$ cat config.mk
export PLATFORM = sky130hd
export DESIGN_NAME = statement_completeness_tracker_top
export DESIGN_NICKNAME = d
export VERILOG_FILES = /design/src/rtl/core/stc_pkg.sv /design/src/rtl/core/stc_in_stage.sv /design/src/rtl/core/stc_tracker.sv /design/src/rtl/core/stc_out_stage.sv /design/src/rtl/core/statement_completeness_tracker_top.sv
export SDC_FILE = /design/constraint.sdc
export NUM_CORES = 1
export LEC_CHECK = 0
export ABC_AREA = 1
export BUFFER_PORTS_ARGS = -buffer_cell sky130_fd_sc_hd__buf_2
export CORE_MARGIN = 3
export CORE_UTILIZATION = 55
export DETAILED_ROUTE_END_ITERATION = 8
export PLACE_DENSITY_LB_ADDON = 0.3
export RECOVER_POWER = 50
export SETUP_SLACK_MARGIN = 0.15
export SKIP_LAST_GASP = 1
export SLEW_MARGIN = 20
export SYNTH_ARGS = -nofsm -noshare
export SYNTH_HDL_FRONTEND = slang
export SYNTH_HIERARCHICAL = 1
export SYNTH_SLANG_ARGS = --single-unit
$ cat constraint.sdc
create_clock -name i_clk -period 3.5 [get_ports i_clk]
set_input_delay 0.35 -clock i_clk [delete_from_list [all_inputs] [get_ports i_clk]]
set_output_delay 0.35 -clock i_clk [all_outputs]
set_load 0.02 [all_outputs]
$ cat src/rtl/core/stc_pkg.sv
// shared types, character codes and helper functions for the statement tracker
package stc_pkg;

    localparam int unsigned STC_MAX_DEPTH = 255;

    localparam logic [7:0] CH_NUL   = 8'd0;
    localparam logic [7:0] CH_TAB   = 8'd9;
    localparam logic [7:0] CH_LF    = 8'd10;
    localparam logic [7:0] CH_VT    = 8'd11;
    localparam logic [7:0] CH_FF    = 8'd12;
    localparam logic [7:0] CH_CR    = 8'd13;
    localparam logic [7:0] CH_SPACE = 8'd32;
    localparam logic [7:0] CH_BANG  = 8'h21;
    localparam logic [7:0] CH_QUOTE = 8'h22;
    localparam logic [7:0] CH_PCT   = 8'h25;
    localparam logic [7:0] CH_LPAR  = 8'h28;
    localparam logic [7:0] CH_RPAR  = 8'h29;
    localparam logic [7:0] CH_STAR  = 8'h2A;
    localparam logic [7:0] CH_PLUS  = 8'h2B;
    localparam logic [7:0] CH_COMMA = 8'h2C;
    localparam logic [7:0] CH_MINUS = 8'h2D;
    localparam logic [7:0] CH_DOT   = 8'h2E;
    localparam logic [7:0] CH_SLASH = 8'h2F;
    localparam logic [7:0] CH_LT    = 8'h3C;
    localparam logic [7:0] CH_EQ    = 8'h3D;
    localparam logic [7:0] CH_GT    = 8'h3E;
    localparam logic [7:0] CH_LBRK  = 8'h5B;
    localparam logic [7:0] CH_BSL   = 8'h5C;
    localparam logic [7:0] CH_RBRK  = 8'h5D;
    localparam logic [7:0] CH_UNDER = 8'h5F;
    localparam logic [7:0] CH_LBRC  = 8'h7B;
    localparam logic [7:0] CH_RBRC  = 8'h7D;
    localparam logic [7:0] CH_N     = 8'h6E;
    localparam logic [7:0] CH_O     = 8'h6F;
    localparam logic [7:0] CH_T     = 8'h74;

    localparam logic [1:0] LS_MORE    = 2'd0;
    localparam logic [1:0] LS_DONE    = 2'd1;
    localparam logic [1:0] LS_BLANK   = 2'd2;
    localparam logic [1:0] LS_COMMENT = 2'd3;

    localparam logic [1:0] TK_NONE   = 2'd0;
    localparam logic [1:0] TK_ASSIGN = 2'd1;
    localparam logic [1:0] TK_COMMA  = 2'd2;
    localparam logic [1:0] TK_OPER   = 2'd3;

    localparam logic [2:0] RUN_MAX = 3'd4;
    localparam logic [2:0] RUN_NOT = 3'd3;

    typedef struct packed {
        logic [7:0] data_byte;
        logic       clear;
    } t_beat;

    typedef struct packed {
        logic [1:0] line_status;
        logic       open_string;
        logic [7:0] open_parens;
        logic [7:0] open_brackets;
        logic [7:0] open_braces;
        logic [1:0] trailing_kind;
    } t_result;

    function automatic logic is_blank(input logic [7:0] b);
        return (b == CH_TAB) || (b == CH_VT) || (b == CH_FF) || (b == CH_SPACE);
    endfunction

    function automatic logic is_name(input logic [7:0] b);
        return (b >= 8'h61 && b <= 8'h7A) || (b >= 8'h41 && b <= 8'h5A) ||
               (b >= 8'h30 && b <= 8'h39) || (b == CH_UNDER) || (b == CH_DOT);
    endfunction

    function automatic logic [1:0] trailing_kind(
        input logic       str_open,
        input logic [7:0] last,
        input logic [7:0] prev,
        input logic [2:0] run_len,
        input logic       run_not
    );
        logic [1:0] k;
        k = TK_NONE;
        if (str_open || last == CH_NUL) begin
            k = TK_NONE;
        end else if (last == CH_EQ) begin
            if (prev == CH_EQ || prev == CH_BANG || prev == CH_LT || prev == CH_GT) begin
                k = TK_OPER;
            end else begin
                k = TK_ASSIGN;
            end
        end else if (last == CH_COMMA) begin
            k = TK_COMMA;
        end else if (run_len == RUN_NOT && run_not) begin
            k = TK_OPER;
        end else if (last == CH_PLUS || last == CH_STAR || last == CH_SLASH ||
                     last == CH_PCT || last == CH_LT || last == CH_GT ||
                     last == CH_MINUS) begin
            k = TK_OPER;
        end
        return k;
    endfunction

endpackage

$ cat src/rtl/core/stc_in_stage.sv
// input register holding one accepted beat until the tracker takes it
module stc_in_stage
    import stc_pkg::*;
(
    input  logic  i_clk,
    input  logic  i_rst_n,
    input  logic  i_valid,
    output logic  o_stall,
    input  t_beat i_beat,
    input  logic  i_advance,
    output logic  o_valid,
    output t_beat o_beat
);

    logic  r_valid;
    t_beat r_beat;

    assign o_stall = r_valid & ~i_advance;
    assign o_valid = r_valid;
    assign o_beat  = r_beat;

    always_ff @(posedge i_clk) begin
        if (!i_rst_n) begin
            r_valid <= 1'b0;
        end else if (!o_stall) begin
            r_valid <= i_valid;
        end
    end

    always_ff @(posedge i_clk) begin
        if (!o_stall && i_valid) begin
            r_beat <= i_beat;
        end
    end

endmodule

$ cat src/rtl/core/stc_tracker.sv
// line state, bracket depths, string mode and end-of-line decision
module stc_tracker
    import stc_pkg::*;
#(
    parameter int unsigned MAX_DEPTH = STC_MAX_DEPTH
) (
    input  logic    i_clk,
    input  logic    i_rst_n,
    input  logic    i_fire,
    input  t_beat   i_beat,
    output logic    o_produces,
    output t_result o_result
);

    localparam int unsigned DW = $clog2(MAX_DEPTH + 1);
    localparam logic [DW-1:0] DEPTH_TOP = DW'(MAX_DEPTH);
    localparam logic [DW-1:0] DEPTH_ONE = DW'(1);

    typedef enum logic [1:0] {
        PH_START,
        PH_BODY,
        PH_COMMENT,
        PH_CUT
    } t_phase;

    logic [DW-1:0] r_paren, n_paren;
    logic [DW-1:0] r_brack, n_brack;
    logic [DW-1:0] r_brace, n_brace;
    logic          r_str, n_str;
    logic          r_esc, n_esc;
    logic [7:0]    r_last, n_last;
    logic [7:0]    r_before, n_before;
    logic [7:0]    r_prev, n_prev;
    logic [7:0]    r_held, n_held;
    logic [2:0]    r_run, n_run;
    logic          r_run_not, n_run_not;
    logic          r_pending, n_pending;
    t_phase        r_phase, n_phase;

    logic [7:0]    b;
    logic          line_end;
    logic          esc_in;
    logic [7:0]    prev_in;
    logic [DW-1:0] a_paren, a_brack, a_brace;
    logic          a_str, a_esc;
    logic [7:0]    a_last, a_before;
    logic [2:0]    a_run, run_base;
    logic          a_run_not, run_cont, run_match;
    logic [1:0]    kind;
    logic          done;

    assign b          = i_beat.data_byte;
    assign line_end   = (b == CH_LF) || (b == CH_CR);
    assign o_produces = line_end & ~i_beat.clear;
    assign kind       = trailing_kind(r_str, r_last, r_before, r_run, r_run_not);

    // held leading whitespace goes in just ahead of the first visible byte
    assign esc_in  = (r_phase == PH_START && r_held != CH_NUL) ? 1'b0 : r_esc;
    assign prev_in = (r_phase == PH_START && r_held != CH_NUL) ? r_held : r_prev;

    always_comb begin
        a_paren   = r_paren;
        a_brack   = r_brack;
        a_brace   = r_brace;
        a_str     = r_str;
        a_esc     = esc_in;
        a_last    = r_last;
        a_before  = r_before;
        a_run     = r_run;
        a_run_not = r_run_not;
        run_cont  = is_name(prev_in) && (r_run != 3'd0);
        run_base  = run_cont ? r_run : 3'd0;
        run_match = run_cont ? r_run_not : 1'b1;
        if (esc_in) begin
            a_esc = 1'b0;
        end else if (r_str) begin
            if (b == CH_BSL) begin
                a_esc = 1'b1;
            end else if (b == CH_QUOTE) begin
                a_str = 1'b0;
            end
        end else begin
            case (b)
                CH_QUOTE: a_str = 1'b1;
                CH_LPAR:  if (r_paren < DEPTH_TOP) a_paren = r_paren + DEPTH_ONE;
                CH_RPAR:  if (r_paren != '0) a_paren = r_paren - DEPTH_ONE;
                CH_LBRK:  if (r_brack < DEPTH_TOP) a_brack = r_brack + DEPTH_ONE;
                CH_RBRK:  if (r_brack != '0) a_brack = r_brack - DEPTH_ONE;
                CH_LBRC:  if (r_brace < DEPTH_TOP) a_brace = r_brace + DEPTH_ONE;
                CH_RBRC:  if (r_brace != '0) a_brace = r_brace - DEPTH_ONE;
                default: ;
            endcase
        end
        if (!is_blank(b)) begin
            if (is_name(b)) begin
                a_run = (run_base < RUN_MAX) ? run_base + 3'd1 : run_base;
                case (a_run)
                    3'd1:    a_run_not = (b == CH_N);
                    3'd2:    a_run_not = run_match && (b == CH_O);
                    3'd3:    a_run_not = run_match && (b == CH_T);
                    default: a_run_not = 1'b0;
                endcase
            end else begin
                a_run     = 3'd0;
                a_run_not = 1'b0;
            end
            a_before = prev_in;
            a_last   = b;
        end
    end

    always_comb begin
        n_paren   = r_paren;
        n_brack   = r_brack;
        n_brace   = r_brace;
        n_str     = r_str;
        n_esc     = r_esc;
        n_last    = r_last;
        n_before  = r_before;
        n_prev    = r_prev;
        n_held    = r_held;
        n_run     = r_run;
        n_run_not = r_run_not;
        n_pending = r_pending;
        n_phase   = r_phase;
        done      = 1'b0;

        o_result.open_string   = r_str;
        o_result.open_parens   = 8'(r_paren);
        o_result.open_brackets = 8'(r_brack);
        o_result.open_braces   = 8'(r_brace);
        o_result.line_status   = LS_MORE;
        o_result.trailing_kind = TK_NONE;

        if (r_phase == PH_COMMENT) begin
            o_result.line_status   = LS_COMMENT;
            o_result.trailing_kind = kind;
        end else if (!r_pending) begin
            o_result.line_status   = LS_BLANK;
        end else begin
            o_result.trailing_kind = kind;
            done = (r_paren == '0) && (r_brack == '0) && (r_brace == '0) &&
                   !r_str && (kind == TK_NONE);
            o_result.line_status = done ? LS_DONE : LS_MORE;
        end

        if (!i_beat.clear && !line_end) begin
            case (r_phase)
                PH_START: begin
                    if (is_blank(b)) begin
                        n_held = b;
                    end else if (b == CH_NUL) begin
                        n_phase = PH_CUT;
                    end else if (b == CH_BSL && !r_str) begin
                        n_phase = PH_COMMENT;
                    end else begin
                        n_phase   = PH_BODY;
                        n_pending = 1'b1;
                    end
                end
                PH_BODY: begin
                    if (b == CH_NUL) begin
                        n_phase = PH_CUT;
                    end
                end
                default: ;
            endcase
            if ((r_phase == PH_START && !is_blank(b) && b != CH_NUL &&
                 !(b == CH_BSL && !r_str)) ||
                (r_phase == PH_BODY && b != CH_NUL)) begin
                n_paren   = a_paren;
                n_brack   = a_brack;
                n_brace   = a_brace;
                n_str     = a_str;
                n_esc     = a_esc;
                n_last    = a_last;
                n_before  = a_before;
                n_prev    = b;
                n_run     = a_run;
                n_run_not = a_run_not;
            end
        end else if (!i_beat.clear) begin
            n_phase = PH_START;
            n_held  = CH_NUL;
            if (r_phase != PH_COMMENT && r_pending) begin
                n_esc  = 1'b0;
                n_prev = CH_LF;
            end
        end

        if (i_beat.clear || (line_end && done)) begin
            n_paren   = '0;
            n_brack   = '0;
            n_brace   = '0;
            n_str     = 1'b0;
            n_esc     = 1'b0;
            n_last    = CH_NUL;
            n_before  = CH_NUL;
            n_prev    = CH_NUL;
            n_held    = CH_NUL;
            n_run     = 3'd0;
            n_run_not = 1'b0;
            n_pending = 1'b0;
            n_phase   = PH_START;
        end
    end

    always_ff @(posedge i_clk) begin
        if (!i_rst_n) begin
            r_paren   <= '0;
            r_brack   <= '0;
            r_brace   <= '0;
            r_str     <= 1'b0;
            r_esc     <= 1'b0;
            r_last    <= CH_NUL;
            r_before  <= CH_NUL;
            r_prev    <= CH_NUL;
            r_held    <= CH_NUL;
            r_run     <= 3'd0;
            r_run_not <= 1'b0;
            r_pending <= 1'b0;
            r_phase   <= PH_START;
        end else if (i_fire) begin
            r_paren   <= n_paren;
            r_brack   <= n_brack;
            r_brace   <= n_brace;
            r_str     <= n_str;
            r_esc     <= n_esc;
            r_last    <= n_last;
            r_before  <= n_before;
            r_prev    <= n_prev;
            r_held    <= n_held;
            r_run     <= n_run;
            r_run_not <= n_run_not;
            r_pending <= n_pending;
            r_phase   <= n_phase;
        end
    end

endmodule

$ cat src/rtl/core/stc_out_stage.sv
// result register toward the downstream side
module stc_out_stage
    import stc_pkg::*;
(
    input  logic    i_clk,
    input  logic    i_rst_n,
    input  logic    i_load,
    input  t_result i_result,
    output logic    o_free,
    output logic    o_valid,
    input  logic    i_stall,
    output t_result o_result
);

    logic    r_valid;
    t_result r_result;

    assign o_free   = ~r_valid | ~i_stall;
    assign o_valid  = r_valid;
    assign o_result = r_result;

    always_ff @(posedge i_clk) begin
        if (!i_rst_n) begin
            r_valid <= 1'b0;
        end else if (o_free) begin
            r_valid <= i_load;
        end
    end

    always_ff @(posedge i_clk) begin
        if (o_free && i_load) begin
            r_result <= i_result;
        end
    end

endmodule

$ cat src/rtl/core/statement_completeness_tracker_top.sv
// top level of the statement completeness tracker
//
//  channel | direction | handshake                 | payload
//  in      | input     | i_in_valid / o_in_stall   | i_data_byte, i_clear
//  out     | output    | o_out_valid / i_out_stall | line status, depths, string, trailing
//
// one beat per cycle unless a line end meets a stalled result; results are registered
// the path between input register and result register is the byte scan and line-end decision
// synchronous active-low reset clears all tracking state; no clearing pass
// a stalled result stops the input only when the waiting beat is a line end
module statement_completeness_tracker_top
    import stc_pkg::*;
#(
    parameter int unsigned MAX_DEPTH = STC_MAX_DEPTH
) (
    input  logic       i_clk,
    input  logic       i_rst_n,
    input  logic       i_in_valid,
    output logic       o_in_stall,
    input  logic [7:0] i_data_byte,
    input  logic       i_clear,
    output logic       o_out_valid,
    input  logic       i_out_stall,
    output logic [1:0] o_line_status,
    output logic       o_open_string,
    output logic [7:0] o_open_parens,
    output logic [7:0] o_open_brackets,
    output logic [7:0] o_open_braces,
    output logic [1:0] o_trailing_kind
);

    t_beat   in_beat;
    t_beat   q_beat;
    logic    q_valid;
    logic    produces;
    logic    out_free;
    logic    advance;
    logic    fire;
    t_result result;
    t_result out_result;

    assign in_beat.data_byte = i_data_byte;
    assign in_beat.clear     = i_clear;
    assign advance           = ~produces | out_free;
    assign fire              = q_valid & advance;

    stc_in_stage u_in (
        .i_clk     (i_clk),
        .i_rst_n   (i_rst_n),
        .i_valid   (i_in_valid),
        .o_stall   (o_in_stall),
        .i_beat    (in_beat),
        .i_advance (advance),
        .o_valid   (q_valid),
        .o_beat    (q_beat)
    );

    stc_tracker #(
        .MAX_DEPTH (MAX_DEPTH)
    ) u_trk (
        .i_clk      (i_clk),
        .i_rst_n    (i_rst_n),
        .i_fire     (fire),
        .i_beat     (q_beat),
        .o_produces (produces),
        .o_result   (result)
    );

    stc_out_stage u_out (
        .i_clk    (i_clk),
        .i_rst_n  (i_rst_n),
        .i_load   (fire & produces),
        .i_result (result),
        .o_free   (out_free),
        .o_valid  (o_out_valid),
        .i_stall  (i_out_stall),
        .o_result (out_result)
    );

    assign o_line_status   = out_result.line_status;
    assign o_open_string   = out_result.open_string;
    assign o_open_parens   = out_result.open_parens;
    assign o_open_brackets = out_result.open_brackets;
    assign o_open_braces   = out_result.open_braces;
    assign o_trailing_kind = out_result.trailing_kind;

endmodule

### Word level (Yosys, flattened, before mapping)

Cells that the tools add are included.

| cells by class | value |
|---|---|
| shift-type cells | 0 |
| bitwise logic cells | 12 |
| reduce and logical (&&, ||, !) cells | 85 |
| $lt $le $gt $ge | 16 |
| multiplexer cells | 100 |
| div/mod/pow operators | 0 |
| multiply operators | 0 |
| equality and inequality tests | 59 |
| add/sub/neg operators | 7 |

Operator list:

| cell | count |
|---|---|
| $mux W8 | 40 |
| $eq A8 B6 Y1 const B | 19 |
| $eq A8 B7 Y1 const B | 10 |
| $pmux W8 S2 | 3 |
| $eq A8 B4 Y1 const B | 5 |
| $logic_not A8 Y1 | 5 |
| $reduce_bool A8 Y1 | 5 |
| $mux W1 | 33 |
| $ge A8 B7 Y1 const B | 4 |
| $le A8 B7 Y1 const B | 4 |
| $mux W2 | 15 |
| $logic_and A1 B1 Y1 | 25 |
| $add A8 B1 Y8 const B | 3 |
| $logic_or A1 B1 Y1 | 24 |
| $lt A8 B8 Y1 const B | 3 |
| $reduce_and A8 Y1 | 3 |
| $sub A8 B1 Y8 const B | 3 |
| $mux W3 | 7 |
| $ne A3 B1 Y1 const B | 7 |
| $ge A8 B6 Y1 const B | 2 |
| $le A8 B6 Y1 const B | 2 |
| $reduce_and A4 Y1 | 4 |
| $reduce_bool A3 Y1 | 5 |
| $ne A2 B2 Y1 const B | 6 |
| 20 further kinds | 42 |

| storage, ports and cells | value |
|---|---|
| output and inout port bits | 31 |
| memories kept | 0 |
| RAM bits | 0 |
| bits in latches | 0 |
| logic and storage cells | 303 |
| bits in read-only memories | 0 |
| input port bits | 13 |
| register bits | 105 |

### Longest topological paths before layout

| depth | value |
|---|---|
| depth after elaboration | 20 |
| gate-level depth with buffers | 20 |
| depth with buffers taken out | 20 |

### By module

Netlist, hierarchy kept.

Modules (own cells, without submodules):

| module | area each (µm²) | instances | sequential area each (µm²) | cells each |
|---|---|---|---|---|
| stc_tracker | 4629.4 | 1 | 1301.2 | 716 |
| stc_out_stage | 918.4 | 1 | 890.9 | 35 |
| stc_in_stage | 320.3 | 1 | 290.3 | 17 |
| statement_completeness_tracker_top | 28.8 | 1 | 0.0 | 6 |

### Least setup slack after synthesis

OpenSTA, ideal clock, no wires.

| path | value |
|---|---|
| path type | reg-to-reg |
| start point | register u_in.r_beat, in the netlist u_in/o_beat[1] |
| end point | register u_out.r_result, in the netlist u_out/o_result[0] (enable) |
| arrival | 2.929 ns |
| setup slack | 0.146 ns |
| setup time | 0.425 ns |
| stages on the path, launching flop included | 10 |
| clock period less this slack | 3.354 ns |
| data required time | 3.075 ns |
| path buffers | 0 |
| path through | edfxtp_1 nor2_2 inv_2 nor2_2 o21ai_2 nor2_1 nand3_1 inv_1 inv_1 a21oi_1 |

| between the ends | value |
|---|---|
| longest elaborated chain between the ends | 8 |
| elaborated cells on any way between the ends | 9 |
| classes of those cells | 2 x eq/ne; 5 x bitwise; 2 x reduce/logical |

RTL lines:

| what | line | RTL |
|---|---|---|
| from (decl) | stc_in_stage.sv:16 | `t_beat r_beat;` |
| from (signal assigned) | stc_in_stage.sv:32 | `r_beat <= i_beat;` |
| $eq A8 B4 Y1 | stc_tracker.sv:53 | `assign line_end = (b == CH_LF) \|\| (b == CH_CR);` |
| $logic_or A1 B1 Y1 * | stc_tracker.sv:53 |  |
| $and A1 B1 Y1 * | stc_tracker.sv:54 | `assign o_produces = line_end & ~i_beat.clear;` |
| named net produces | statement_completeness_tracker_top.sv:35 | `logic produces;` |
| $not A1 Y1 | statement_completeness_tracker_top.sv:44 | `assign advance = ~produces \| out_free;` |
| $or A1 B1 Y1 | statement_completeness_tracker_top.sv:44 |  |
| $and A1 B1 Y1 | statement_completeness_tracker_top.sv:45 | `assign fire = q_valid & advance;` |
| $and A1 B1 Y1 * | statement_completeness_tracker_top.sv:72 | `.i_load (fire & produces),` |
| $logic_and A1 B1 Y1 * | stc_out_stage.sv:31 | `if (o_free && i_load) begin` |
| to (signal assigned) | stc_out_stage.sv:32 | `r_result <= i_result;` |
| to (decl) | stc_out_stage.sv:16 | `t_result r_result;` |

Mark *: on every way through the listed nets, which the timed path passes. The rest lies on a longest branch.
A chain may end at the register's enable or synchronous reset.

### Final worst setup path

| path | value |
|---|---|
| start point | register u_in.r_beat, in the netlist u_in/o_beat[8] |
| end point | register u_trk.r_brack[7] |

| between the ends | value |
|---|---|
| longest elaborated chain between the ends | 11 |
| elaborated cells on any way between the ends | 44 |
| classes of those cells | 13 x eq/ne; 6 x mux; 4 x bitwise; 21 x reduce/logical |

RTL lines:

| what | line | RTL |
|---|---|---|
| $eq A8 B4 Y1 | stc_pkg.sv:65 | `return (b == CH_TAB) \|\| (b == CH_VT) \|\| (b == CH_FF) \|\| (b == CH_SPACE);` |
| $logic_or A1 B1 Y1 (3 in series) | stc_pkg.sv:65 |  |
| $logic_not A1 Y1 | n/a |  |
| $logic_and A1 B1 Y1 (3 in series) | stc_tracker.sv:168 | `if ((r_phase == PH_START && !is_blank(b) && b != CH_NUL &&` |
| $logic_or A1 B1 Y1 | stc_tracker.sv:169 | `!(b == CH_BSL && !r_str)) \|\|` |
| $reduce_bool A2 Y1 (no line) | n/a |  |
| $reduce_and A8 Y1 (no line) | n/a |  |
| to (signal assigned) | stc_tracker.sv:225 | `r_brack <= n_brack;` |
| to (decl) | stc_tracker.sv:27 | `logic [DW-1:0] r_brack, n_brack;` |

Several ways; a longest one is shown, not always the timed one. The select of a mux whose other input is x is not followed.

==> flow_metrics.tcl <==
set metrics [dict create \
    outcome "finished clean" \
    r2r_start "u_in/o_beat[8]" \
    clockBufferDepth 2 \
    nets 848 \
    cts_setup_buffers 0 \
    fp.coreArea_sq_um 10400 \
    hpwl_microns 10200 \
    antenna_left 0 \
    cp_num_buf_inv 0 \
    cp.required_ns 3.75 \
    p_leak_nw 2.56 \
    synth_enable_flop_cells 38 \
    hold_viol_final 0 \
    vias_per_cell 5.55 \
    cts-resized-gates 0 \
    worstSkewPairLatency_ns 0.37 \
    die-area_sq_um 12000 \
    endpoint "u_trk/r_brack[7]" \
    period_share_pct 83.6 \
    routed_wl_microns 13800 \
    cts_tree "yes" \
    die_w_microns 110 \
    mostFrequentLayoutCell "nand2_1" \
    path_max_fanout 4 \
    period_needed_ns 2.93 \
    finalClockSkew_ns 0.00875 \
    syn_avg_cell_area_sq_um 7.62 \
    dr.first_iter.drc_count 384 \
    tightest_slew_ns 1.06 \
    placed_cell_area_sq_um 6200 \
    endpoint_kind "flip-flop" \
    rsz0062_at_grt "false" \
    ir_drop_mv 0.227 \
    power_frac_comb_pct 13.3 \
    cts_inserted_buffers 9 \
    mostFrequentLayoutCells "156 x nand2_1, 105 x nor2_1, 96 x inv_1" \
    synth_nets 809 \
    hold_buffers 0 \
    rows 37 \
    track_usage_pct 23.3 \
    post-route-util_pct 60.7 \
    worstSetupStartpointType "flip-flop" \
    gr-total-overflow 0 \
    slowest_delay_ns 0.44 \
    initial_utilization_pct 56.9 \
    setup_violations 0 \
    grt_pass1_vias 4563 \
    reg2reg_slack_ns 0.57 \
    drc 0 \
    cpLargestDelayFamily "simple AND/OR/NAND/NOR gates" \
    fillerInstances 936 \
    drive_gt1_share_pct 8.31 \
    cp.depth 17 \
    areaGrowthSynthToFinish_pct 6.77 \
    multiInputGateArea_sq_um 2870 \
    hold-worst-slack_ns 0.156 \
    antenna_found_initial 0 \
    r2r_cells 17 \
    clkPwrFrac_pct 28.3 \
    total_power_mw 2.32 \
    critPathSlowestCell "edfxtp_1" \
    syn-instance-count 774 \
    p_seq_share_pct 58.4 \
    cts_root_buf "clkbuf_8" \
    crit_arrival_ns 3.18 \
    p_int_mw 1.66 \
    cts_htree_levels 3 \
    synth.distinct_cells 52 \
    stdcell_area_sq_um 6300 \
    crit_top_cell "nor2_1" \
    wl_per_cell_microns 14.5 \
    maxSlewViolCount 0 \
    path_cells "nor2_1 > nand3_1 > nor2_2 > ha_1 > a21oi_1 > nand2_1 > a21oi_1 > nor2_1 > nor2_1 > nor2_1 > nor2_1 > nor2_1 > nor2_1 > xor2_1 > nor2_1 > o21ai_0 > a21oi_1" \
    ys_async_sr_fraction_pct 0 \
    ioPinCount 44 \
    cts.sinks 105 \
    maxCapViolations 0 \
    die_h_microns 110 \
    antenna_cells 0 \
    grt_max_degree 36 \
    path_class "flip-flop to flip-flop" \
    gp_congestion 0.892 \
    synth-main-ff-cell "dfxtp_1" \
    slew-limit-headroom_pct 29.2 \
    hold_class "input port to flip-flop" \
    drtPass1Iterations 5 \
    critPathLaunch "u_in/o_beat[8]" \
    r2r_end "u_trk/r_brack[7]" \
    fin_setup_tns_ns 0 \
    synthesis.area_sq_um 5900 \
    yosys_register_bits 105 \
    yosysSeqAreaShare_pct 42.1 \
    max_freq_mhz 342 \
    via_count 5290 \
    powerDensity_nw_per_um2 368 \
    yosysWarnings 6 \
    clk_pin_slew_worst_paths_ns 0.10 \
    grt_pass1_wl_microns 22000 \
    portBuffers 43 \
    p_sw_mw 0.658 \
    p_sw_share_pct 28.4 \
    regArea_sq_um 2480 \
]
per-layer routing:
layer	GRT usage [%]	up-vias	wire length, microns
li1	-	2622	-
met1	33.4	2465	6390
met2	36.5	191	6430
met3	4.11	12	891
met4	5.52	0	111
met5	0	-	0
worst min path at each step:
| stage | cells past startpoint | to | start |
|---|---|---|---|
| global placement | 0 | u_out/o_result[25] | u_trk/r_paren[7] |
| CTS | 1 | u_in/o_beat[6] | i_data_byte[5] |
| floorplan | 0 | u_out/o_result[25] | u_trk/r_paren[7] |
| detailed placement | 2 | u_trk/r_before[7] | u_trk/r_before[7] |
| global route | 1 | u_in/o_beat[6] | i_data_byte[5] |
| finish | 1 | u_in/o_beat[6] | i_data_byte[5] |
cells in the mapped netlist (all sizes together) (2+ instances only):
library cell | instances | area (sq um)
nand3 | 47 | 255
fa | 3 | 60.1
nor4 | 9 | 56.3
and2 | 5 | 31.3
o21bai | 2 | 15.0
a31oi | 2 | 12.5
nand4 | 16 | 130
edfxtp | 38 | 1140
nand2 | 161 | 627
o211ai | 2 | 20.0
a21oi | 77 | 408
ha | 19 | 238
nor3b | 3 | 22.5
clkbuf | 8 | 30.0
xnor2 | 6 | 52.6
nor3 | 11 | 65.1
o311ai | 2 | 25.0
or2 | 2 | 12.5
buf | 13 | 101
nor2 | 113 | 459
inv | 105 | 394
xor2 | 10 | 87.6
dfxtp | 67 | 1340
o21ai | 42 | 221
area by class of cell:
class / count / share of cell area (%)
timing repair buffer: 49 / 3.38
clock buffer: 11 / 2.09
multi-input combinational: 542 / 45.6
sequential: 105 / 39.4
inverter: 106 / 6.32
clock inverter: 5 / 0.517
tap: 136 / 2.70
worst register-to-register path: cells and delay by family, from the launching register on:
family / cells / cell delay, ns
AND/OR/NAND/NOR: 11 / 1.38
XOR/XNOR: 1 / 0.15
flip-flops: 1 / 0.44
adder cells (fa/ha/maj): 1 / 0.34
AO/OA/AOI/OAI: 4 / 0.52
flip-flops by register name, summed over array words and instances (netlist names), 2 cells and up:
name and count:
u_out/o_result 29, u_trk/r_before 8, u_trk/r_prev 8, u_trk/r_brack 8
u_trk/r_held 8, u_trk/r_last 8, u_trk/r_run 3, u_in/o_beat 9
u_trk/r_phase 2, u_trk/r_brace 8, u_trk/r_paren 8
kinds of logic (layout without fill, tap and decap cells):
| group | after synthesis | after routing | synth area share, % |
|---|---|---|---|
| simple gates | 368 | 368 | 28.3 |
| xor+xnor | 16 | 16 | 2.38 |
| flops | 105 | 105 | 42.1 |
| fa+ha+maj | 22 | 22 | 5.05 |
| compound gates | 136 | 136 | 13.2 |
| buf+inv | 127 | 171 | 8.98 |
power groups by stage:
| stage | registers (mW) | logic, mW | clock network (mW) |
|---|---|---|---|
| 4_1_cts | 1.35 | 0.305 | 0.674 |
| 2_1_floorplan | 1.36 | 0.250 | 0 |
| 5_1_grt | 1.36 | 0.343 | 0.725 |
| 3_3_place_gp | 1.38 | 0.295 | 0 |
| 3_5_place_dp | 1.38 | 0.303 | 0 |
| 6_report | 1.35 | 0.308 | 0.655 |
stage by stage:
step	std cells	worst slack (ns)
3_3_place_gp	938	0.645
5_1_grt	954	0.217
6_report	954	0.573
3_5_place_dp	938	0.514
2_1_floorplan	774	0.701
4_1_cts	954	0.499
No activity file was read; power rests on OpenSTA's default activity.
